[src/rtl/ocp_pkg.sv]
// ----------------------------------------------------------------------------
// ocp_pkg: shared types, constants and microprogram for the orbit camera unit
// word and vector types, saturation, arctangent table, microcode per command
// ----------------------------------------------------------------------------
package ocp_pkg;

	localparam int FRAC_BITS    = 16;
	localparam int CORDIC_STEPS = 16;
	localparam int ANG_FRAC     = 16;
	localparam int CW           = 30;
	localparam int ANG_W        = 19;
	localparam int STEP_W       = 5;
	localparam int PC_W         = 6;
	localparam int S_DATA_W     = 152;
	localparam int M_DATA_W     = 384;

	typedef logic signed [31:0] word_t;
	typedef word_t [2:0] vec3_t;

	localparam word_t ONE_Q = 32'sd1 <<< FRAC_BITS;
	localparam word_t NEG_ONE_Q = -ONE_Q;

	localparam logic [2:0] MODE_INIT  = 3'd0;
	localparam logic [2:0] MODE_FWD   = 3'd1;
	localparam logic [2:0] MODE_RIGHT = 3'd2;
	localparam logic [2:0] MODE_YAW   = 3'd3;
	localparam logic [2:0] MODE_PITCH = 3'd4;
	localparam logic [2:0] MODE_ROLL  = 3'd5;

	localparam vec3_t POS_RST = {32'sd0, 32'sd0, 32'sd0};
	localparam vec3_t FWD_RST = {NEG_ONE_Q, 32'sd0, 32'sd0};
	localparam vec3_t UP_RST  = {32'sd0, ONE_Q, 32'sd0};
	localparam vec3_t RGT_RST = {32'sd0, 32'sd0, ONE_Q};

	typedef enum logic [3:0] {
		OP_MOV, OP_ADD, OP_SUB, OP_MUL, OP_MULA, OP_MULS, OP_CORD, OP_NORM, OP_END
	} op_t;

	typedef enum logic [4:0] {
		R_P0, R_P1, R_P2, R_F0, R_F1, R_F2, R_U0, R_U1, R_U2, R_R0, R_R1, R_R2,
		R_O0, R_O1, R_O2, R_CS, R_SN, R_DS, R_T0, R_T1, R_VX, R_VY, R_VZ,
		R_K0, R_K1, R_KM
	} rsel_t;

	localparam int NUM_SRC = 32;

	typedef struct packed {
		op_t   op;
		rsel_t dst;
		rsel_t a;
		rsel_t b;
	} uop_t;

	function automatic word_t sat32(input logic signed [63:0] v);
		if (v > 64'sd2147483647) return 32'h7fffffff;
		if (v < -64'sd2147483648) return 32'h80000000;
		return v[31:0];
	endfunction

	function automatic logic [29:0] atan_cw(input logic [STEP_W-1:0] i);
		logic [29:0] r;
		case (i)
			5'd0:  r = 30'd843314857;
			5'd1:  r = 30'd497837829;
			5'd2:  r = 30'd263043837;
			5'd3:  r = 30'd133525159;
			5'd4:  r = 30'd67021687;
			5'd5:  r = 30'd33543516;
			5'd6:  r = 30'd16775851;
			5'd7:  r = 30'd8388437;
			5'd8:  r = 30'd4194283;
			5'd9:  r = 30'd2097149;
			5'd10: r = 30'd1048576;
			5'd11: r = 30'd524288;
			5'd12: r = 30'd262144;
			5'd13: r = 30'd131072;
			5'd14: r = 30'd65536;
			5'd15: r = 30'd32768;
			5'd16: r = 30'd16384;
			5'd17: r = 30'd8192;
			5'd18: r = 30'd4096;
			5'd19: r = 30'd2048;
			5'd20: r = 30'd1024;
			5'd21: r = 30'd512;
			5'd22: r = 30'd256;
			5'd23: r = 30'd128;
			default: r = 30'd0;
		endcase
		return r;
	endfunction

	function automatic uop_t mk(input op_t o, input rsel_t d, input rsel_t a, input rsel_t b);
		uop_t u;
		u.op = o;
		u.dst = d;
		u.a = a;
		u.b = b;
		return u;
	endfunction

	// position shift that keeps the point of interest fixed
	function automatic uop_t pos_uop(input logic [3:0] k);
		uop_t u;
		case (k)
			4'd0:  u = mk(OP_MUL, R_T0, R_O0, R_DS);
			4'd1:  u = mk(OP_ADD, R_P0, R_P0, R_T0);
			4'd2:  u = mk(OP_MUL, R_T1, R_F0, R_DS);
			4'd3:  u = mk(OP_SUB, R_P0, R_P0, R_T1);
			4'd4:  u = mk(OP_MUL, R_T0, R_O1, R_DS);
			4'd5:  u = mk(OP_ADD, R_P1, R_P1, R_T0);
			4'd6:  u = mk(OP_MUL, R_T1, R_F1, R_DS);
			4'd7:  u = mk(OP_SUB, R_P1, R_P1, R_T1);
			4'd8:  u = mk(OP_MUL, R_T0, R_O2, R_DS);
			4'd9:  u = mk(OP_ADD, R_P2, R_P2, R_T0);
			4'd10: u = mk(OP_MUL, R_T1, R_F2, R_DS);
			4'd11: u = mk(OP_SUB, R_P2, R_P2, R_T1);
			default: u = mk(OP_END, R_K0, R_K0, R_K0);
		endcase
		return u;
	endfunction

	function automatic uop_t save_uop(input logic [1:0] k);
		uop_t u;
		case (k)
			2'd0:    u = mk(OP_MOV, R_O0, R_F0, R_K0);
			2'd1:    u = mk(OP_MOV, R_O1, R_F1, R_K0);
			default: u = mk(OP_MOV, R_O2, R_F2, R_K0);
		endcase
		return u;
	endfunction

	function automatic uop_t uop_at(input logic [2:0] mode, input logic [PC_W-1:0] pc);
		logic [PC_W-1:0] k;
		uop_t u;
		k = pc - PC_W'(1);
		u = mk(OP_END, R_K0, R_K0, R_K0);
		case (mode)
			MODE_INIT: begin
				case (pc)
					6'd0:  u = mk(OP_MOV, R_P0, R_VX, R_K0);
					6'd1:  u = mk(OP_MOV, R_P1, R_VY, R_K0);
					6'd2:  u = mk(OP_MOV, R_P2, R_VZ, R_K0);
					6'd3:  u = mk(OP_MOV, R_F0, R_K0, R_K0);
					6'd4:  u = mk(OP_MOV, R_F1, R_K0, R_K0);
					6'd5:  u = mk(OP_MOV, R_F2, R_KM, R_K0);
					6'd6:  u = mk(OP_MOV, R_U0, R_K0, R_K0);
					6'd7:  u = mk(OP_MOV, R_U1, R_K1, R_K0);
					6'd8:  u = mk(OP_MOV, R_U2, R_K0, R_K0);
					6'd9:  u = mk(OP_MOV, R_R0, R_K1, R_K0);
					6'd10: u = mk(OP_MOV, R_R1, R_K0, R_K0);
					6'd11: u = mk(OP_MOV, R_R2, R_K0, R_K0);
					default: u = mk(OP_END, R_K0, R_K0, R_K0);
				endcase
			end
			MODE_FWD, MODE_RIGHT: begin
				case (pc)
					6'd0: u = mk(OP_MUL, R_T0, R_VX, R_DS);
					6'd1: u = mk(OP_ADD, R_P0, R_P0, R_T0);
					6'd2: u = mk(OP_MUL, R_T0, R_VY, R_DS);
					6'd3: u = mk(OP_ADD, R_P1, R_P1, R_T0);
					6'd4: u = mk(OP_MUL, R_T0, R_VZ, R_DS);
					6'd5: u = mk(OP_ADD, R_P2, R_P2, R_T0);
					default: u = mk(OP_END, R_K0, R_K0, R_K0);
				endcase
			end
			MODE_YAW: begin
				if (pc >= PC_W'(22) && pc <= PC_W'(33)) begin
					k = pc - PC_W'(22);
					u = pos_uop(k[3:0]);
				end else if (pc >= PC_W'(1) && pc <= PC_W'(3)) begin
					u = save_uop(k[1:0]);
				end else begin
					case (pc)
						6'd0:  u = mk(OP_CORD, R_K0, R_K0, R_K0);
						6'd4:  u = mk(OP_MUL, R_T0, R_F0, R_CS);
						6'd5:  u = mk(OP_MUL, R_T1, R_R0, R_SN);
						6'd6:  u = mk(OP_ADD, R_F0, R_T0, R_T1);
						6'd7:  u = mk(OP_MUL, R_T0, R_F1, R_CS);
						6'd8:  u = mk(OP_MUL, R_T1, R_R1, R_SN);
						6'd9:  u = mk(OP_ADD, R_F1, R_T0, R_T1);
						6'd10: u = mk(OP_MUL, R_T0, R_F2, R_CS);
						6'd11: u = mk(OP_MUL, R_T1, R_R2, R_SN);
						6'd12: u = mk(OP_ADD, R_F2, R_T0, R_T1);
						6'd13: u = mk(OP_MULA, R_K0, R_F1, R_U2);
						6'd14: u = mk(OP_MULS, R_R0, R_F2, R_U1);
						6'd15: u = mk(OP_MULA, R_K0, R_F2, R_U0);
						6'd16: u = mk(OP_MULS, R_R1, R_F0, R_U2);
						6'd17: u = mk(OP_MULA, R_K0, R_F0, R_U1);
						6'd18: u = mk(OP_MULS, R_R2, R_F1, R_U0);
						6'd19: u = mk(OP_NORM, R_K0, R_F0, R_K0);
						6'd20: u = mk(OP_NORM, R_K0, R_R0, R_K0);
						6'd21: u = mk(OP_NORM, R_K0, R_U0, R_K0);
						default: u = mk(OP_END, R_K0, R_K0, R_K0);
					endcase
				end
			end
			MODE_PITCH: begin
				if (pc >= PC_W'(21) && pc <= PC_W'(32)) begin
					k = pc - PC_W'(21);
					u = pos_uop(k[3:0]);
				end else if (pc >= PC_W'(1) && pc <= PC_W'(3)) begin
					u = save_uop(k[1:0]);
				end else begin
					case (pc)
						6'd0:  u = mk(OP_CORD, R_K0, R_K0, R_K0);
						6'd4:  u = mk(OP_MUL, R_T0, R_U0, R_CS);
						6'd5:  u = mk(OP_MUL, R_T1, R_F0, R_SN);
						6'd6:  u = mk(OP_ADD, R_U0, R_T0, R_T1);
						6'd7:  u = mk(OP_MUL, R_T0, R_U1, R_CS);
						6'd8:  u = mk(OP_MUL, R_T1, R_F1, R_SN);
						6'd9:  u = mk(OP_ADD, R_U1, R_T0, R_T1);
						6'd10: u = mk(OP_MUL, R_T0, R_U2, R_CS);
						6'd11: u = mk(OP_MUL, R_T1, R_F2, R_SN);
						6'd12: u = mk(OP_ADD, R_U2, R_T0, R_T1);
						6'd13: u = mk(OP_MULA, R_K0, R_U1, R_R2);
						6'd14: u = mk(OP_MULS, R_F0, R_U2, R_R1);
						6'd15: u = mk(OP_MULA, R_K0, R_U2, R_R0);
						6'd16: u = mk(OP_MULS, R_F1, R_U0, R_R2);
						6'd17: u = mk(OP_MULA, R_K0, R_U0, R_R1);
						6'd18: u = mk(OP_MULS, R_F2, R_U1, R_R0);
						6'd19: u = mk(OP_NORM, R_K0, R_F0, R_K0);
						6'd20: u = mk(OP_NORM, R_K0, R_U0, R_K0);
						default: u = mk(OP_END, R_K0, R_K0, R_K0);
					endcase
				end
			end
			MODE_ROLL: begin
				case (pc)
					6'd0:  u = mk(OP_CORD, R_K0, R_K0, R_K0);
					6'd1:  u = mk(OP_MUL, R_T0, R_U0, R_SN);
					6'd2:  u = mk(OP_MUL, R_T1, R_R0, R_CS);
					6'd3:  u = mk(OP_ADD, R_R0, R_T0, R_T1);
					6'd4:  u = mk(OP_MUL, R_T0, R_U1, R_SN);
					6'd5:  u = mk(OP_MUL, R_T1, R_R1, R_CS);
					6'd6:  u = mk(OP_ADD, R_R1, R_T0, R_T1);
					6'd7:  u = mk(OP_MUL, R_T0, R_U2, R_SN);
					6'd8:  u = mk(OP_MUL, R_T1, R_R2, R_CS);
					6'd9:  u = mk(OP_ADD, R_R2, R_T0, R_T1);
					6'd10: u = mk(OP_MULA, R_K0, R_R1, R_F2);
					6'd11: u = mk(OP_MULS, R_U0, R_R2, R_F1);
					6'd12: u = mk(OP_MULA, R_K0, R_R2, R_F0);
					6'd13: u = mk(OP_MULS, R_U1, R_R0, R_F2);
					6'd14: u = mk(OP_MULA, R_K0, R_R0, R_F1);
					6'd15: u = mk(OP_MULS, R_U2, R_R1, R_F0);
					6'd16: u = mk(OP_NORM, R_K0, R_U0, R_K0);
					6'd17: u = mk(OP_NORM, R_K0, R_R0, R_K0);
					default: u = mk(OP_END, R_K0, R_K0, R_K0);
				endcase
			end
			default: u = mk(OP_END, R_K0, R_K0, R_K0);
		endcase
		return u;
	endfunction

endpackage

[src/rtl/ocp_norm.sv]
// ----------------------------------------------------------------------------
// ocp_norm: vector normalizer
// sum of squares, bit-pair square root, restoring division per component
// ----------------------------------------------------------------------------
module ocp_norm (
	input  logic            clk,
	input  logic            arst_n,
	input  logic            start,
	input  ocp_pkg::vec3_t  vin,
	output logic            done,
	output ocp_pkg::vec3_t  vout
);
	import ocp_pkg::*;

	localparam int NW = 32 + FRAC_BITS;
	localparam int BW = $clog2(NW);
	localparam logic [BW-1:0] DIV_LAST = BW'(NW - 1);

	typedef enum logic [2:0] {N_IDLE, N_SQ, N_ROOT, N_LOAD, N_DIV, N_OUT} nst_t;

	nst_t          st_q;
	vec3_t         v_q;
	logic [1:0]    idx_q;
	logic [63:0]   sum_q, s_q, res_q, bit_q;
	logic [4:0]    cnt_q;
	logic [32:0]   len_q;
	logic [NW-1:0] num_q, quo_q;
	logic [33:0]   rem_q;
	logic [BW-1:0] dcnt_q;
	logic          neg_q;

	logic [31:0]   mag;
	logic [63:0]   sum_n, t, res_n;
	logic          ge_root, ge_div;
	logic [33:0]   rem_n;
	logic [NW-1:0] quo_n;
	logic [31:0]   q32;

	assign vout = v_q;

	always_comb begin
		mag = v_q[idx_q][31] ? 32'(-v_q[idx_q]) : 32'(v_q[idx_q]);
		sum_n = sum_q + 64'(mag) * 64'(mag);
		t = res_q + bit_q;
		ge_root = (s_q >= t);
		res_n = ge_root ? ((res_q >> 1) + bit_q) : (res_q >> 1);
		rem_n = {rem_q[32:0], num_q[NW-1]};
		ge_div = (rem_n >= {1'b0, len_q});
		quo_n = {quo_q[NW-2:0], ge_div};
		q32 = neg_q ? 32'(-quo_n) : quo_n[31:0];
	end

	always_ff @(posedge clk or negedge arst_n) begin
		if (!arst_n) begin
			st_q <= N_IDLE;
			done <= 1'b0;
			v_q <= '0;
			idx_q <= '0;
			sum_q <= '0;
			s_q <= '0;
			res_q <= '0;
			bit_q <= '0;
			cnt_q <= '0;
			len_q <= '0;
			num_q <= '0;
			quo_q <= '0;
			rem_q <= '0;
			dcnt_q <= '0;
			neg_q <= 1'b0;
		end else begin
			done <= 1'b0;
			unique case (st_q)
				N_IDLE: begin
					if (start) begin
						v_q <= vin;
						sum_q <= '0;
						idx_q <= '0;
						st_q <= N_SQ;
					end
				end
				N_SQ: begin
					sum_q <= sum_n;
					if (idx_q == 2'd2) begin
						// zero vector stays as it is
						if (sum_n == '0) st_q <= N_OUT;
						else begin
							s_q <= sum_n;
							res_q <= '0;
							bit_q <= 64'd1 << 62;
							cnt_q <= '0;
							st_q <= N_ROOT;
						end
					end else idx_q <= idx_q + 2'd1;
				end
				N_ROOT: begin
					if (ge_root) s_q <= s_q - t;
					res_q <= res_n;
					bit_q <= bit_q >> 2;
					cnt_q <= cnt_q + 5'd1;
					if (cnt_q == 5'd31) begin
						len_q <= res_n[32:0];
						idx_q <= '0;
						st_q <= N_LOAD;
					end
				end
				N_LOAD: begin
					num_q <= {mag, {FRAC_BITS{1'b0}}};
					neg_q <= v_q[idx_q][31];
					rem_q <= '0;
					quo_q <= '0;
					dcnt_q <= '0;
					st_q <= N_DIV;
				end
				N_DIV: begin
					rem_q <= ge_div ? (rem_n - {1'b0, len_q}) : rem_n;
					quo_q <= quo_n;
					num_q <= num_q << 1;
					dcnt_q <= dcnt_q + BW'(1);
					if (dcnt_q == DIV_LAST) begin
						v_q[idx_q] <= q32;
						if (idx_q == 2'd2) st_q <= N_OUT;
						else begin
							idx_q <= idx_q + 2'd1;
							st_q <= N_LOAD;
						end
					end
				end
				N_OUT: begin
					done <= 1'b1;
					st_q <= N_IDLE;
				end
				default: st_q <= N_IDLE;
			endcase
		end
	end

endmodule

[config.mk]
export PLATFORM = sky130hd
export DESIGN_NAME = ocp_norm
export DESIGN_NICKNAME = d
export VERILOG_FILES = /design/src/rtl/ocp_pkg.sv /design/src/rtl/ocp_norm.sv
export SDC_FILE = /design/constraint.sdc
export NUM_CORES = 2
export LEC_CHECK = 0
export BUFFER_PORTS_ARGS = -buffer_cell sky130_fd_sc_hd__buf_2
export CELL_PAD_IN_SITES_DETAIL_PLACEMENT = 0
export CELL_PAD_IN_SITES_GLOBAL_PLACEMENT = 1
export CORE_UTILIZATION = 40
export DETAILED_ROUTE_END_ITERATION = 10
export PLACE_DENSITY_LB_ADDON = 0.1
export REMOVE_ABC_BUFFERS = 1
export SLEW_MARGIN = 15
export SYNTH_ARGS = -nofsm -noshare
export SYNTH_HDL_FRONTEND = slang
export SYNTH_SLANG_ARGS = --single-unit
[constraint.sdc]
create_clock -name clk -period 11.2 [get_ports clk]
set_input_delay 1.12 -clock clk [delete_from_list [all_inputs] [get_ports clk]]
set_output_delay 1.12 -clock clk [all_outputs]
set_load 0.03 [all_outputs]
==> flow_metrics.env <==
export IMPL_status="finished clean"
export IMPL_grt_antenna_before_repair=5
export IMPL_portBuffers=195
export IMPL_avgSynthCellArea_sq_um=9.11
export IMPL_seqPwrFrac_pct=22.5
export IMPL_leakage_nw=30.9
export IMPL_switchingPower_mw=5.25
export IMPL_skew_ps=60.8
export IMPL_synth_most_common_cell="fa_1"
export IMPL_syn_to_final_growth_pct=18.1
export IMPL_cts_tree="yes"
export IMPL_cts_buffers_inserted=60
export IMPL_viasPerCell=5.43
export IMPL_gp_congestion=0.935
export IMPL_gr_total_overflow=0
export IMPL_max_cap_violations=0
export IMPL_drive_above_1_share_pct=17.4
export IMPL_dpl_hpwl_mm=171
export IMPL_nNetsFinal=8720
export IMPL_die_h_microns=394
export IMPL_totalWireLength_mm=212
export IMPL_path_max_fanout=10
export IMPL_clockBufferDepth=3
export IMPL_worst_path_max_delay_cell="fa_2"
export IMPL_ir_drop_mv=0.202
export IMPL_hold_viol=0
export IMPL_synth_edff_count=0
export IMPL_synth_top_area_share_pct=28.9
export IMPL_reg2reg_to="s_q[39]"
export IMPL_grt_max_degree=156
export IMPL_slew_violations=0
export IMPL_syn_inst=6746
export IMPL_ant_nets=0
export IMPL_worstSetupPathType="register to register"
export IMPL_start_util_pct=40.3
export IMPL_clk_pin_slew_worst_paths_ps=70
export IMPL_synthTopCellsByArea="fa_1, dfrtp_1, ha_1"
export IMPL_finish_utilization_pct=47.7
export IMPL_route_met2_wl_mm=96.9
export IMPL_top_layer="met4"
export IMPL_cp_required_ps=11790
export IMPL_wl_met3_mm=10.9
export IMPL_r2r_start="idx_q[1]"
export IMPL_crit_path_max_incr_delay_ps=630
export IMPL_wl_met1_mm=97.9
export IMPL_fp_row_count=143
export IMPL_cts_hold_fix_buffers=0
export IMPL_power_density_nw_per_um2=154
export IMPL_cts_sinks=467
export IMPL_track_usage_pct=27.4
export IMPL_hold_path_class="primary input to asynchronous set/reset pin"
export IMPL_place_area_sq_um=68600
export IMPL_rsz0062_at_grt="yes"
export IMPL_rrSetupSlack_ps=150
export IMPL_max_freq_mhz=90.5
export IMPL_ff2ff_path_depth=44
export IMPL_ys_seq_area_share_pct=19.0
export IMPL_clk_insertion_delay_late_ps=700
export IMPL_worst_slew_pin_slew_ps=1070
export IMPL_h_tree_depth=2
export IMPL_worst_setup_path_start_kind="register"
export IMPL_nFillCells=14800
export IMPL_wl_per_cell_microns=22.5
export IMPL_io_pins=196
export IMPL_timing_final_crit_share_pct=98.7
export IMPL_multi_input_area_sq_um=46400
export IMPL_synth_warnings=0
export IMPL_coreArea_sq_um=152000
export IMPL_slew_headroom_pct=28.6
export IMPL_ff_latch_area_sq_um=11700
export IMPL_num_vias=51100
export IMPL_drt_iter0_drc=3471
export IMPL_ys_seq_elements=467
export IMPL_yosys_area_top_type="fa_1"
export IMPL_period_needed_ps=11050
export IMPL_crit_path_frequent_cell="fa_1"
export IMPL_clock_power_share_pct=18.7
export IMPL_clockRootBuffer="clkbuf_16"
export IMPL_grt_pass1_wl_mm=329
export IMPL_grt_pass1_vias=53200
export IMPL_cp_arrival_ps=11640
export IMPL_finalSetupViolations=0
export IMPL_die_area_sq_um=155000
export IMPL_design_area_sq_um=72600
export IMPL_ys_top_cells_by_count="fa_1, nand2_1, inv_1, dfrtp_1, o21ai_0"
export IMPL_cp_end_kind="register"
export IMPL_synth_cell_types=92
export IMPL_p_comb_share_pct=58.8
export IMPL_swShare_pct=47.0
export IMPL_p_int_mw=5.92
export IMPL_synth_area_sq_um=61400
export IMPL_dieWidth_microns=394
export IMPL_async_flop_share_pct=100
export IMPL_first_pass_iters=8
export IMPL_drc=0
export IMPL_synth_ff_type="dfrtp_1"
export IMPL_whs_ps=420
## critical path, delay by kind of cell (launching register included)
kind,cells,cell delay (ps)
AO/OA/AOI/OAI,5,540
buffers and inverters,16,2120
XOR/XNOR,1,160
adder cells (fa/ha/maj),9,4400
AND/OR/NAND/NOR,11,2820
multiplexers,2,530
flip-flops,1,440
## layer usage
metal | GRT usage, % | up-vias
li1 | - | 23700
met1 | 39.5 | 25800
met2 | 43.2 | 1278
met3 | 3.55 | 268
met4 | 7.31 | 0
met5 | 0 | -
## state kept, by name, indices dropped and copies added (netlist names)
register  count
neg_q         1
st_q          3
cnt_q         5
sum_q        64
bit_q        32
done          1
rem_q        33
num_q        32
res_q        64
dcnt_q        6
vout         96
idx_q         2
s_q          64
quo_q        31
len_q        33
## repair_timing
item,CTS,global route
gates cloned,0,8
resized for setup,16,262
endpoints found under the setup margin,168,168
pin swaps,3,105
setup buffers,6,57
## power groups by stage
stage          registers (mW)  logic, mW  clock network (mW)
3_5_place_dp             2.52       6.48                   0
5_1_grt                  2.57       7.30                2.20
6_report                 2.51       6.57                2.09
4_1_cts                  2.50       6.51                2.14
3_3_place_gp             2.52       6.46                   0
2_1_floorplan            2.35       4.68                   0
## layout by cell type (no fill, tap or decap), types with 39 or more instances in the layout
cell type / Yosys / layout
clkbuf_16: 0 / 67
a21oi_1: 290 / 274
fa_1: 886 / 848
buf_4: 3 / 561
a21o_1: 87 / 87
mux2_4: 54 / 54
nand4_1: 49 / 49
inv_1: 857 / 847
mux2i_1: 64 / 58
xnor2_1: 166 / 146
o211ai_1: 48 / 48
a22oi_1: 141 / 141
a31oi_1: 72 / 71
xor2_1: 151 / 138
nand3_1: 55 / 53
dfrtp_1: 467 / 466
o21ai_0: 460 / 443
ha_1: 415 / 404
a22o_1: 69 / 68
and3_1: 41 / 40
o21ai_1: 42 / 57
nor2_1: 416 / 379
buf_12: 0 / 39
nor3_1: 71 / 62
nand2_1: 867 / 853
nor2b_1: 45 / 44
buf_2: 11 / 194
o21bai_1: 49 / 49
## how the worst max path moves through the flow
stage                     startpoint        end  slack [ps]  cells past startpoint
final                       idx_q[1]    s_q[39]         150                     44
after global routing        idx_q[1]    s_q[30]        -160                     44
after CTS                   idx_q[1]  res_q[50]           6                     46
after detailed placement    idx_q[1]    s_q[11]        -660                     43
after global placement      idx_q[1]     s_q[3]        -700                     43
after floorplan             idx_q[1]  bit_q[56]       -4780                     33
## per-stage QoR
step                      worst slack (ps)  power [mW]  setup TNS (ps)  std cells
after CTS                             6.00        11.2               0       9341
after floorplan                      -4780        7.03         -737000       6425
after detailed placement              -663        9.00          -99700       9222
final                                  146        11.2               0       9405
after global routing                  -162        12.1          -16480       9402
after global placement                -701        8.98         -107020       9222
## cells by family (layout without fill, tap and decap cells)
group	count (synthesis)	after routing	share of synthesized area, %
other	2	30	0.0122
AND/OR/NAND/NOR	1730	1730	12.4
multiplexers	126	126	2.51
buffers and inverters	1211	1812	7.58
AO/OA/AOI/OAI	1592	1592	16.7
adder cells (fa/ha/maj)	1301	1301	37.3
XOR/XNOR	317	317	4.52
flip-flops	467	467	19.0
## layout make-up
| type | instances | area share, % |
|---|---|---|
| multi-input combinational | 5092 | 64.0 |
| tap | 2030 | 3.50 |
| clock inverter | 33 | 0.557 |
| sequential | 467 | 16.1 |
| timing repair buffer | 833 | 9.03 |
| antenna | 4 | 0.0138 |
| clock buffer | 80 | 2.32 |
| inverter | 866 | 4.49 |
Note: power is estimated with default switching activity, not from simulation.
